## src/sv/lhm_pkg.sv

```systemverilog
// Shared types, field widths, operation codes and helper functions for the latency histogram monitor.
package lhm_pkg;

    localparam int TIME_W = 64;
    localparam int SEQ_W  = 32;
    localparam int FRAC_W = 17;
    localparam int HIST_W = 32;
    localparam int OP_W   = 2;

    // Stream widths: input tdata is padded to whole bytes.
    localparam int S_DATA_W = 184;
    localparam int M_DATA_W = 704;

    // Rounding bias added before the rank is scaled down by 2^16.
    localparam logic [15:0] ROUND_UP_BIAS = 16'd65470;

    localparam logic [OP_W-1:0] OP_TICK   = 2'd0;
    localparam logic [OP_W-1:0] OP_SIGNAL = 2'd1;
    localparam logic [OP_W-1:0] OP_SAMPLE = 2'd2;
    localparam logic [OP_W-1:0] OP_PCTL   = 2'd3;

    typedef logic [TIME_W-1:0] time_t;

    // Packed so that the first member lands in the highest bits of tdata.
    typedef struct packed {
        time_t software_max_ns;
        time_t software_sum_ns;
        time_t software_count;
        time_t latency_sum_us;
        time_t latency_max_us;
        time_t latency_min_us;
        time_t latency_count;
        time_t signal_total;
        time_t percentile_us;
        time_t feed_age_us;
        time_t latency_us;
    } result_t;

    // Index of the highest set bit; zero for inputs of zero or one.
    // Six halving steps, each testing the upper part of what is left.
    function automatic logic [5:0] lhm_msb(input time_t value);
        logic [5:0] pos;
        time_t      rest;
        int         k;
        pos  = '0;
        rest = value;
        for (k = 5; k >= 0; k--)
        begin
            if ((rest >> (1 << k)) != '0)
            begin
                pos[k] = 1'b1;
                rest   = rest >> (1 << k);
            end
        end
        return pos;
    endfunction

endpackage

```

## src/sv/lhm_rank.sv

```systemverilog
// Percentile target rank unit: split multiply, rounding add and clamp, each in its own register stage.
module lhm_rank
    import lhm_pkg::*;
(
    input  logic              clk,
    input  logic              rst_n,
    input  logic              start,
    input  time_t             count,
    input  logic [FRAC_W-1:0] fraction,
    output logic              done,
    output time_t             want
);

    localparam int PART_W = 32 + FRAC_W;
    localparam int FULL_W = TIME_W + FRAC_W;

    logic [PART_W-1:0] low_reg;
    logic [PART_W-1:0] mid_reg;
    logic [TIME_W:0]   rank_reg;
    time_t             want_reg;
    logic              v1_reg;
    logic              v2_reg;
    logic              done_reg;

    logic [FULL_W-1:0] prod_full;
    time_t             rank_sat;
    time_t             want_next;

    // The count must hold still from start until done.
    always_comb
    begin
        prod_full = {{(FULL_W - PART_W){1'b0}}, low_reg}
                  + {mid_reg, 32'd0}
                  + FULL_W'(ROUND_UP_BIAS);
        rank_sat  = rank_reg[TIME_W] ? '1 : rank_reg[TIME_W-1:0];
        if (rank_sat == '0)
        begin
            want_next = time_t'(1);
        end
        else if (rank_sat > count)
        begin
            want_next = count;
        end
        else
        begin
            want_next = rank_sat;
        end
    end

    always_ff @(posedge clk or negedge rst_n)
    begin
        if (!rst_n)
        begin
            v1_reg   <= 1'b0;
            v2_reg   <= 1'b0;
            done_reg <= 1'b0;
            low_reg  <= '0;
            mid_reg  <= '0;
            rank_reg <= '0;
            want_reg <= '0;
        end
        else
        begin
            v1_reg   <= start;
            v2_reg   <= v1_reg;
            done_reg <= v2_reg;
            if (start)
            begin
                low_reg <= {{FRAC_W{1'b0}}, count[31:0]} * {32'd0, fraction};
                mid_reg <= {{FRAC_W{1'b0}}, count[63:32]} * {32'd0, fraction};
            end
            if (v1_reg)
            begin
                rank_reg <= prod_full[FULL_W-1:16];
            end
            if (v2_reg)
            begin
                want_reg <= want_next;
            end
        end
    end

    assign done = done_reg;
    assign want = want_reg;

endmodule

```

## config.mk

```make
export PLATFORM = sky130hd
export DESIGN_NAME = lhm_rank
export DESIGN_NICKNAME = d
export VERILOG_FILES = /design/src/sv/lhm_pkg.sv /design/src/sv/lhm_rank.sv
export SDC_FILE = /design/constraint.sdc
export NUM_CORES = 2
export LEC_CHECK = 0
export BUFFER_PORTS_ARGS = -buffer_cell sky130_fd_sc_hd__buf_2
export CAP_MARGIN = 15
export CORE_MARGIN = 3
export CORE_UTILIZATION = 35
export DETAILED_ROUTE_END_ITERATION = 8
export GPL_TIMING_DRIVEN = 0
export PLACE_DENSITY = 0.55
export SYNTH_ARGS = -nofsm -noshare
export SYNTH_HDL_FRONTEND = slang
export SYNTH_SLANG_ARGS = --single-unit
export TNS_END_PERCENT = 5
```

## constraint.sdc

```tcl
create_clock -name clk -period 4.8 [get_ports clk]
set_clock_uncertainty 0.2 [all_clocks]
set_input_delay 0.72 -clock clk [delete_from_list [all_inputs] [get_ports clk]]
set_output_delay 0.72 -clock clk [all_outputs]
set_load 0.005 [all_outputs]
```

==> results.ini <==
[worst_setup_path]
path_max_fanout=10
r2r-end=want[20]$_DFFE_PN0P_
crit_top_cell=fa_1
startpoint_type=input port
crit_type=in -> reg
rr_worst_depth=17
reg2reg_setup_slack_ns=-0.09
cpPeakStageDelay_ns=0.55
crit_slowest_cell=fa_1
cp_data_arrival_time_ns=7.23
crit_start=count[20]
crit_end=low_reg[45]$_DFFE_PN0P_
cp_num_cells=25
worstReg2RegStart=rank_reg[64]$_DFFE_PN0P_
crit_buf_inv=6
worstSetupEndpointType=flip-flop
critPathTopFamily=adder cells
cp_data_required_time_ns=5.08

[min_path]
hold_class=in -> reg
whs_path_depth=1

[sta]
maxSlewHeadroom_pct=23.77
slew_violations=0
period_share_pct=144.9
hold_ws_ns=0.04637
finalWorstSetupSlack_ns=-2.154
rsz0062_at_grt=yes
fmax_mhz=143.8
tightest_slew_ns=1.143
setup_violations=87
final_hold_viol_count=0
layout_min_cycle_time_ns=6.954

[drt]
drc=0
ant_nets=0
first_iter_violations=3600
vias=38360
routed_wl_um=185400
via_per_inst=5.230
wire_per_inst_um=25.28
dr.pass1.iters=6

[yosys]
synth_top_family_by_area=adder cells
synth_flop_cell=dfrtp_1
ys_ff_latch=229
synth_cells=5340
synth_area_per_cell_um2=8.832
synth_xor_area_share_pct=2.674
synth_compound_area_share_pct=6.545
yosys.area_share.simple_pct=16.01
ys_seq_area_share_pct=12.15
syn_nets=6649
yosys.area.top_type=fa_1
synth_top_area_share_pct=38.12
synth_area_leaders=fa_1 38%, dfrtp_1 12%, inv_1 9.7%
synth_cell_types=64
yosys_warnings=0
synth_edf_count=0
ys_async_sr_fraction_pct=100.0
synth_area_um2=47160
synthMuxAreaShare_pct=3.608
synthAdderAreaFrac_pct=46.79

[floorplanning]
fp.dieW_um=373.1
die_h_um=373.1
core-area_um2=133600
die_area_um2=139200
rows=134
pin_count=149
start_util_pct=35.30

[place]
dp_slack_ns=-4.049
port-buffer-count=71
dp_hpwl_um=146300
placed_cells=7190
place_congestion=0.9381

[finish]
final_cell_mix=1209 x inv_1, 878 x fa_1, 728 x nand2_1, 412 x and2_1, 297 x ha_1
fillers=13140
final_cells=7334
largest_reg_flops=65
final_nets=6843
final_common_cell=inv_1
synthToLayoutAreaGrowth_pct=19.28
drive_gt1_share_pct=15.49

[grt]
antenna_found_initial=20
grt_overflow=0
grt_max_degree=83
grt_pass1_wl_um=270800
grt_pass1_vias=39300
grt_usage_pct=26.54

[cts]
clock-sinks=229
cts_buffer_depth=3
clk_latency_ns=0.62
cts_tree=built
htree_levels=1
clock-root-buffer=clkbuf_16
clk_pin_slew_ns=0.06
numCtsBuffers=28

[flow_run]
maxCapViolCount=0

[status]
violations=negative setup slack
status=finished with violations

[worst min-delay path by stage]
stage	from	endpoint	slack, ns
CTS	start	v1_reg$_DFF_PN0_	0.03
finish	start	v1_reg$_DFF_PN0_	0.05
detailed placement	v1_reg$_DFF_PN0_	v2_reg$_DFF_PN0_	0.17
floorplan	v1_reg$_DFF_PN0_	v2_reg$_DFF_PN0_	0.15
global route	start	v1_reg$_DFF_PN0_	0.05
global placement	v1_reg$_DFF_PN0_	v2_reg$_DFF_PN0_	0.17
[metrics by stage]
step                area, µm²  setup TNS, ns  util, %
global route            56220        -127.71    42.08
CTS                     55500        -109.72    41.53
finish                  56260        -116.29    42.10
floorplan               48150        -113.94        -
global placement        50710        -725.56    37.95
detailed placement      50910        -369.79    38.10
[synthesized netlist by cell type (62+ instances only)]
cell	number
xnor2_1	90
mux2_2	88
clkbuf_1	299
nand2_1	739
o21ai_0	62
mux2i_1	71
inv_1	1224
a21o_1	91
dfrtp_1	229
nor2_1	135
ha_1	327
fa_1	898
or2_2	67
o22ai_1	66
a21oi_1	163
and2_1	429
[cell families (layout without fill, tap and decap cells)]
kind of cell / count (synthesis) / after routing
flops: 229 / 229
xor+xnor: 144 / 144
fa+ha+maj: 1225 / 1225
mux: 159 / 159
other cells: 0 / 15
simple gates: 1558 / 1558
buf+inv: 1536 / 1747
compound gates: 489 / 489
[cell type report]
class,instances,area [µm²],share of cell area (%)
Timing Repair Buffer,169,1349,2.397
Clock buffer,34,753.2,1.339
Antenna cell,15,37.54,0.06672
Buffer,307,4247,7.548
Clock inverter,13,165.2,0.2936
Tap cell,1768,2212,3.932
Multi-Input combinational cell,3575,37170,66.07
Inverter,1224,4594,8.167
Sequential cell,229,5731,10.19
[routing by layer]
layer	GRT usage (%)	part of all wire [%]	vias to the layer above
li1	-	-	16410
met1	37.55	42	19880
met2	40.04	43	1713
met3	4.380	8.9	346
met4	11.65	5.4	6
met5	0	0.018	-
[repair_timing]
action	in CTS	in global routing
hold buffers	1	0
buffers inserted	49	34
setup endpoints to repair	150	117
endpoints found under the hold margin	68	0
gates cloned	4	2
gates resized for setup	625	148
pin swaps	71	63
Power is not shown: default switching activity piles up to over one toggle a cycle in this logic, so the estimate is an artifact.
