File: config.mk
export PLATFORM = sky130hd
export DESIGN_NAME = lhm_hist
export DESIGN_NICKNAME = d
export VERILOG_FILES = /design/src/sv/lhm_pkg.sv /design/src/sv/lhm_hist.sv
export SDC_FILE = /design/constraint.sdc
export NUM_CORES = 1
export LEC_CHECK = 0
export BUFFER_PORTS_ARGS = -buffer_cell sky130_fd_sc_hd__buf_4
export CAP_MARGIN = 30
export CORE_MARGIN = 10
export CORE_UTILIZATION = 59
export CTS_CLUSTER_SIZE = 12
export DETAILED_ROUTE_END_ITERATION = 8
export PLACE_DENSITY = 0.87
export SLEW_MARGIN = 20
export SYNTH_ARGS = -nofsm -noshare
export SYNTH_HDL_FRONTEND = slang
export SYNTH_SLANG_ARGS = --single-unit
File: constraint.sdc
create_clock -name clk -period 6.3 [get_ports clk]
set_input_delay 0.63 -clock clk [delete_from_list [all_inputs] [get_ports clk]]
set_output_delay 0.63 -clock clk [all_outputs]
set_load 0.01 [all_outputs]
File: src/sv/lhm_pkg.sv
// Shared types, field widths, operation codes and helper functions for the latency histogram monitor.
package lhm_pkg;

    localparam int TIME_W = 64;
    localparam int SEQ_W  = 32;
    localparam int FRAC_W = 17;
    localparam int HIST_W = 32;
    localparam int OP_W   = 2;

    // Stream widths: input tdata is padded to whole bytes.
    localparam int S_DATA_W = 184;
    localparam int M_DATA_W = 704;

    // Rounding bias added before the rank is scaled down by 2^16.
    localparam logic [15:0] ROUND_UP_BIAS = 16'd65470;

    localparam logic [OP_W-1:0] OP_TICK   = 2'd0;
    localparam logic [OP_W-1:0] OP_SIGNAL = 2'd1;
    localparam logic [OP_W-1:0] OP_SAMPLE = 2'd2;
    localparam logic [OP_W-1:0] OP_PCTL   = 2'd3;

    typedef logic [TIME_W-1:0] time_t;

    // Packed so that the first member lands in the highest bits of tdata.
    typedef struct packed {
        time_t software_max_ns;
        time_t software_sum_ns;
        time_t software_count;
        time_t latency_sum_us;
        time_t latency_max_us;
        time_t latency_min_us;
        time_t latency_count;
        time_t signal_total;
        time_t percentile_us;
        time_t feed_age_us;
        time_t latency_us;
    } result_t;

    // Index of the highest set bit; zero for inputs of zero or one.
    // Six halving steps, each testing the upper part of what is left.
    function automatic logic [5:0] lhm_msb(input time_t value);
        logic [5:0] pos;
        time_t      rest;
        int         k;
        pos  = '0;
        rest = value;
        for (k = 5; k >= 0; k--)
        begin
            if ((rest >> (1 << k)) != '0)
            begin
                pos[k] = 1'b1;
                rest   = rest >> (1 << k);
            end
        end
        return pos;
    endfunction

endpackage

File: src/sv/lhm_hist.sv
// Bucket count memory with registered read, saturating increment write-back and clearing sweep.
module lhm_hist
    import lhm_pkg::*;
#(
    parameter int BUCKETS = 32
)
(
    input  logic                       clk,
    input  logic                       rst_n,
    input  logic                       rd_en,
    input  logic [$clog2(BUCKETS)-1:0] rd_addr,
    input  logic                       inc_en,
    output logic                       busy,
    output logic [HIST_W-1:0]          rd_data
);

    localparam int BKT_W = $clog2(BUCKETS);
    localparam int CNT_W = $clog2(BUCKETS + 1);
    localparam logic [CNT_W-1:0] BUCKETS_CNT = CNT_W'(BUCKETS);

    logic [CNT_W-1:0]  clr_cnt_reg;
    logic [BKT_W-1:0]  addr_hold_reg;
    logic [HIST_W-1:0] rd_data_reg;

    logic              mem_we;
    logic [BKT_W-1:0]  mem_addr;
    logic [HIST_W-1:0] mem_wdata;

    logic [HIST_W-1:0] hist_mem [BUCKETS];

    assign busy = (clr_cnt_reg != BUCKETS_CNT);

    // An increment writes back the count read in the previous cycle, held at all ones.
    always_comb
    begin
        mem_we   = busy || inc_en;
        mem_addr = busy ? clr_cnt_reg[BKT_W-1:0] : addr_hold_reg;
        if (busy)
        begin
            mem_wdata = '0;
        end
        else if (rd_data_reg == '1)
        begin
            mem_wdata = rd_data_reg;
        end
        else
        begin
            mem_wdata = rd_data_reg + 1'b1;
        end
    end

    always_ff @(posedge clk or negedge rst_n)
    begin
        if (!rst_n)
        begin
            clr_cnt_reg <= '0;
        end
        else if (busy)
        begin
            clr_cnt_reg <= clr_cnt_reg + 1'b1;
        end
    end

    always_ff @(posedge clk)
    begin
        if (mem_we)
        begin
            hist_mem[mem_addr] <= mem_wdata;
        end
        if (rd_en)
        begin
            rd_data_reg   <= hist_mem[rd_addr];
            addr_hold_reg <= rd_addr;
        end
    end

    assign rd_data = rd_data_reg;

endmodule

==> flow_summary.ini, run 1 <==
[power]
p_leak_nw = 14.6
vdd_ir_drop_max_mv = 0.202
p_per_area_nw_per_um2 = 311

[floorplan]
io_pins = 42
start_util = 0.598
fp.dieW_um = 284
core_area_um2 = 68800
rows = 96
die_h_um = 284
die_area_um2 = 80700

[global_routing]
grt_remaining_overflow = 0
grt_pass1_wl_mm = 157
grt_usage = 0.270
antenna_found_initial = 1
grt_pass1_vias = 21400
grt_max_degree = 91

[clock_tree]
post-cts-setup-buffer-count = 0
clock-sinks = 1067
clkLatencyLatePin_ns = 0.67
tritoncts = yes
cts_max_level = 3
clk_pin_slew_ns = 0.06
cts_buffer_depth = 3
cts_buffers = 101
postCtsHoldBufs = 1
post_cts_resized = 0
cts-root-buf = clkbuf_16

[synth]
synth_seq_area_share = 0.778
syn_area_per_cell_um2 = 22.3
mappedNetlistNets = 1861
synth_seq_cells = 1067
postSynthCellCount = 1849
synthDistinctLibCells = 48
ys_warn_count = 0
synth_area_um2 = 41200

[placement]
placed_cells = 2810
placed_area_um2 = 43900
portBuffers = 41
gp_congestion = 0.870
hpwl_mm = 62.2

[critical_path]
required_ns = 6.67
slowest_delay_ns = 0.72
worstPathCellList = inv_1 -> ha_1 -> and4b_1 -> inv_2 -> nor4b_1 -> a31oi_2 -> buf_6 -> nor2_4 -> buf_16
crit_type = reg2reg
crit_slowest_cell = and4b_1
crit_path_end_kind = flip-flop
cp-start-kind = flip-flop
critPathArrivalTime_ns = 4.29
crit_fanout = 18

[drt]
ant_nets = 0
vias = 21300
routed_wl_mm = 110
drt_first_pass_iters = 6
drt_iter0_drc = 3460
drcViolationCount = 0
via_per_inst = 7.20
post_drt_wl_per_cell_um = 37.2

[cells_and_area]
filler_cell_count = 3827
final_common_cell = edfxtp_1
largest_reg_flops = 1024
seq_area_um2 = 32000
fin_cells = 2960
fin_area_um2 = 46800
diodes = 0
fin_nets = 1998
final_layout_size_suffix_gt1_frac = 0.276
area_delta_synth_final_pct = 13.7
final_cell_mix = edfxtp_1 (1061), mux4_2 (256), clkbuf_16 (104)
multi_input_area_um2 = 9050

[flow_run]
drv_cap = 0

[timing]
hold_viol = 0
setup-violations-final = 0
whs_ns = 0.314
worst_pin_slew_ns = 1.18
drv_slew = 0
setup_tns_ns = 0
period_needed_ns = 3.92
relSlewSlack = 0.216
grt_setup_unrepaired = no
skew_ns = 0.0257
finalCritPeriodShare = 0.623
max_freq_mhz = 255

[hold_path]
hp-class = in2reg

[outcome]
status = finished, final reports clean
-- per-layer routing --
layer | up-vias | wire length [µm] | global-route usage
met5 | - | 13 | 0
met4 | 2 | 5760 | 0.129
met3 | 290 | 13400 | 0.0511
met2 | 1845 | 54300 | 0.434
met1 | 11000 | 36500 | 0.357
li1 | 8139 | - | -
-- Yosys cell counts (all sizes together) --
cell / n / share of area
a2111oi: 4 / 0.00085
a211oi: 1 / 0.00018
a21o: 2 / 0.00036
a21oi: 49 / 0.0060
a221oi: 32 / 0.0068
a22o: 32 / 0.0068
a22oi: 32 / 0.0058
a311o: 1 / 0.00024
a31o: 2 / 0.00043
a31oi: 5 / 0.00076
a41o: 1 / 0.00024
and2: 6 / 0.00091
and3: 2 / 0.00030
and4: 4 / 0.00085
and4b: 2 / 0.00049
buf: 38 / 0.0045
clkbuf: 64 / 0.0058
dfrtp: 6 / 0.0036
edfxtp: 1061 / 0.77
ha: 3 / 0.00091
inv: 9 / 0.00082
mux2i: 65 / 0.016
mux4: 256 / 0.14
nand2: 20 / 0.0018
nand3: 15 / 0.0018
nand4: 10 / 0.0017
nor2: 54 / 0.0049
nor2b: 3 / 0.00046
nor3: 3 / 0.00036
nor4: 3 / 0.00061
nor4b: 1 / 0.00021
o2111ai: 1 / 0.00021
o211ai: 4 / 0.00073
o21ai: 11 / 0.0013
o311a: 2 / 0.00049
o31ai: 4 / 0.00085
o41ai: 2 / 0.00088
or3: 16 / 0.0024
or4: 6 / 0.0011
xnor2: 15 / 0.0032
xor2: 2 / 0.00043
-- power by group --
group / switching (mW) / internal (mW)
combinational: 0.680 / 0.325
sequential: 0.0543 / 8.01
clock: 2.48 / 3.01
-- path summary, 6_finish.rpt --
path	endpoint	from	cells past startpoint	slack [ns]
max	hist_mem[8][22]	clr_cnt_reg[0]	9	2.38
min	addr_hold_reg[3]	rd_addr[3]	1	0.31
max reg2reg	hist_mem[8][22]	clr_cnt_reg[0]	9	2.38
min reg2reg	clr_cnt_reg[5]	clr_cnt_reg[5]	1	0.53
max in group asynchronous	clr_cnt_reg[4]	rst_n	2	5.85
min in group asynchronous	clr_cnt_reg[3]	rst_n	2	0.32
-- logic make-up (layout without fill, tap and decap cells) --
logic type	after synthesis	after routing	synth area share
buffers and inverters	111	291	0.0111
XOR/XNOR	17	17	0.00362
adder cells (fa/ha/maj)	3	3	0.000912
AO/OA/AOI/OAI	185	185	0.0330
AND/OR/NAND/NOR	145	145	0.0180
flip-flops	1067	1067	0.778
multiplexers	321	321	0.156
-- area by class of cell --
type,count,share of cell area
Clock buffer,135,0.0587
Clock inverter,11,0.00150
Inverter,9,0.000721
Multi-Input combinational cell,671,0.193
Sequential cell,1067,0.684
Tap cell,931,0.0249
Timing Repair Buffer,136,0.0372
-- through the flow --
stage | total power, mW | utilization | setup WS, ns
floorplan | 8.71 | - | 2.65
global placement | 9.09 | 0.625 | 2.24
detailed placement | 9.16 | 0.638 | 2.38
CTS | 14.5 | 0.679 | 2.27
global route | 14.9 | 0.680 | 2.23
finish | 14.5 | 0.680 | 2.38
-- critical path, delay by kind of cell (launching register included) --
family | cells | cell delay [ns]
AOI/OAI and AO/OA | 1 | 0.19
adders and majority gates | 1 | 0.17
buffers and inverters | 4 | 1.03
DFF | 1 | 0.48
and+or+nand+nor | 3 | 1.74
Note: power is estimated with default switching activity, not from simulation.
==> run 2: changes to the inputs <==
==> constraint.sdc (replaced) <==
create_clock -name clk -period 3.71 [get_ports clk]
set_input_delay 0.371 -clock clk [delete_from_list [all_inputs] [get_ports clk]]
set_output_delay 0.371 -clock clk [all_outputs]
set_load 0.01 [all_outputs]
==> run 2 against run 1 <==
Compared with the run above: first-iteration DRC count grew 17%; die area is the same; hold slack lost 0.27 ns; the run now ends with setup timing left; non-clock buffer count grew 59; final area grew 0.29%; clock skew grew 0.012 ns; combinational power grew 68%; critical endpoint is now hist_mem[10][21]; clock power grew 68%.
==> flow_summary.ini, run 2 (synthesis gave the netlist of run 1 again) <==
[outcome]
status = complete, but fails checks
violations = setup timing

[cells_and_area]
final_common_cell = edfxtp_1
fin_nets = 2057
final_cell_mix = edfxtp_1 (1061), mux4_2 (256), buf_4 (152)
fin_area_um2 = 47000
postLayoutCoreUtil = 0.682
largest_reg_flops = 1024
area_delta_synth_final_pct = 14.1
final_layout_size_suffix_gt1_frac = 0.295
filler_cell_count = 3700

[timing]
hold_viol = 0
max_freq_mhz = 265
finalCritPeriodShare = 1.02
period_needed_ns = 3.77
setup_ws_ns = -0.0617
worst_pin_slew_ns = 0.945
skew_ns = 0.0372
relSlewSlack = 0.369
whs_ns = 0.0424
setup_tns_ns = -1.24
drv_slew = 0
setup-violations-final = 32

[power]
clockPowerShare = 0.375
vdd_ir_drop_max_mv = 0.358
switching_power_mw = 5.39
power.internal_mw = 19.2
seqPwrFrac = 0.556
p_per_area_nw_per_um2 = 524
p_leak_nw = 14.8
sw_frac_of_total = 0.219
pwr-share-comb = 0.069

[critical_path]
required_ns = 4.04
critPathLaunch = clr_cnt_reg[0]
crit_fanout = 23
timing.rr.start = clr_cnt_reg[0]
cp-start-kind = flip-flop
crit_type = reg2reg
crit_path_end_kind = flip-flop
r2r_setup_slack_ns = -0.06
critPathArrivalTime_ns = 4.11

[floorplan]
core_area_um2 = 68800
die_area_um2 = 80700
io_pins = 42
die_h_um = 284
fp.dieW_um = 284
start_util = 0.598
rows = 96

[global_routing]
grt_remaining_overflow = 0
grt_usage = 0.282
grt_pass1_wl_mm = 164
grt_max_degree = 81
antenna_found_initial = 6
grt_pass1_vias = 22700

[placement]
portBuffers = 41
gp_congestion = 0.949
hpwl_mm = 61.0
pre_cts_slack_ns = 0.130
placed_area_um2 = 43900

[clock_tree]
clk_pin_slew_ns = 0.07
cts_buffers = 100
cts-root-buf = clkbuf_16
clock-sinks = 1067
cts_max_level = 3
tritoncts = yes
cts_buffer_depth = 3
clkLatencyLatePin_ns = 0.68

[hold_path]
hold_start = rd_addr[3]
hp-class = in2reg

[drt]
drt_iter0_drc = 4063
ant_nets = 0
via_per_inst = 7.38
drcViolationCount = 0
post_drt_wl_per_cell_um = 38.4
routed_wl_mm = 116
drt_first_pass_iters = 7
vias = 22200

[flow_run]
drv_cap = 0
==> run 2: cell type report <==
type | instances | area, µm² | share of cell area
diodes | 2 | 5.00 | 0.000107
clock buffers | 132 | 2730 | 0.0581
clock inverters | 7 | 30.0 | 0.000639
inverters | 9 | 33.8 | 0.000719
multi-input cells | 672 | 9050 | 0.193
flip-flops and latches | 1067 | 32000 | 0.682
well taps | 931 | 1160 | 0.0248
repair buffers | 195 | 1930 | 0.0412
==> run 2: worst paths after layout <==
kind	end	cells past startpoint
setup / recovery	hist_mem[10][21]	8
hold / removal	addr_hold_reg[3]	1
setup reg to reg	hist_mem[10][21]	8
hold reg to reg	clr_cnt_reg[4]	1
max in group asynchronous	clr_cnt_reg[5]	2
min in group asynchronous	clr_cnt_reg[2]	2
==> run 2: power by group through the flow <==
| stage | logic, mW | registers [mW] | clock network (mW) |
|---|---|---|---|
| after global placement | 1.50 | 13.9 | 0 |
| final | 1.70 | 13.7 | 9.23 |
| after detailed placement | 1.59 | 13.9 | 0 |
| after CTS | 1.64 | 13.7 | 9.23 |
| after global routing | 1.75 | 13.7 | 9.65 |
| after floorplan | 0.868 | 13.9 | 0 |
==> run 2: stage by stage <==
| step | std cells | power [mW] |
|---|---|---|
| 3_3_place_gp | 2846 | 15.4 |
| 5_1_grt | 3013 | 25.1 |
| 6_report | 3015 | 24.6 |
| 4_1_cts | 2994 | 24.5 |
| 3_5_place_dp | 2851 | 15.5 |
| 2_1_floorplan | 1849 | 14.8 |
==> run 2: worst max-delay path, cell delays in order (launching register included) <==
cell and delay, ns:
dfrtp_1 0.58, inv_1 0.21, ha_1 0.26, and4b_1 0.23, buf_4 0.20, a21oi_1 0.49
nand3_1 0.53, nor2_4 0.59, buf_12 0.32
==> run 2: per-layer routing <==
metal	wire length [µm]	up-vias	global-route usage	share of wire
li1	-	8263	-	-
met3	17500	513	0.0930	0.15
met4	8370	8	0.176	0.072
met5	44	-	0.00122	0.00038
met1	36000	11200	0.346	0.31
met2	53900	2226	0.433	0.47
==> run 2: repair_timing <==
item,4_1_cts,5_1_grt
hold buffers,1,0
cloned,0,1
buffers inserted,3,17
gates resized for setup,0,0
endpoints found under the setup margin,10,108
pin swaps,1,6
hold endpoints to repair,6,0
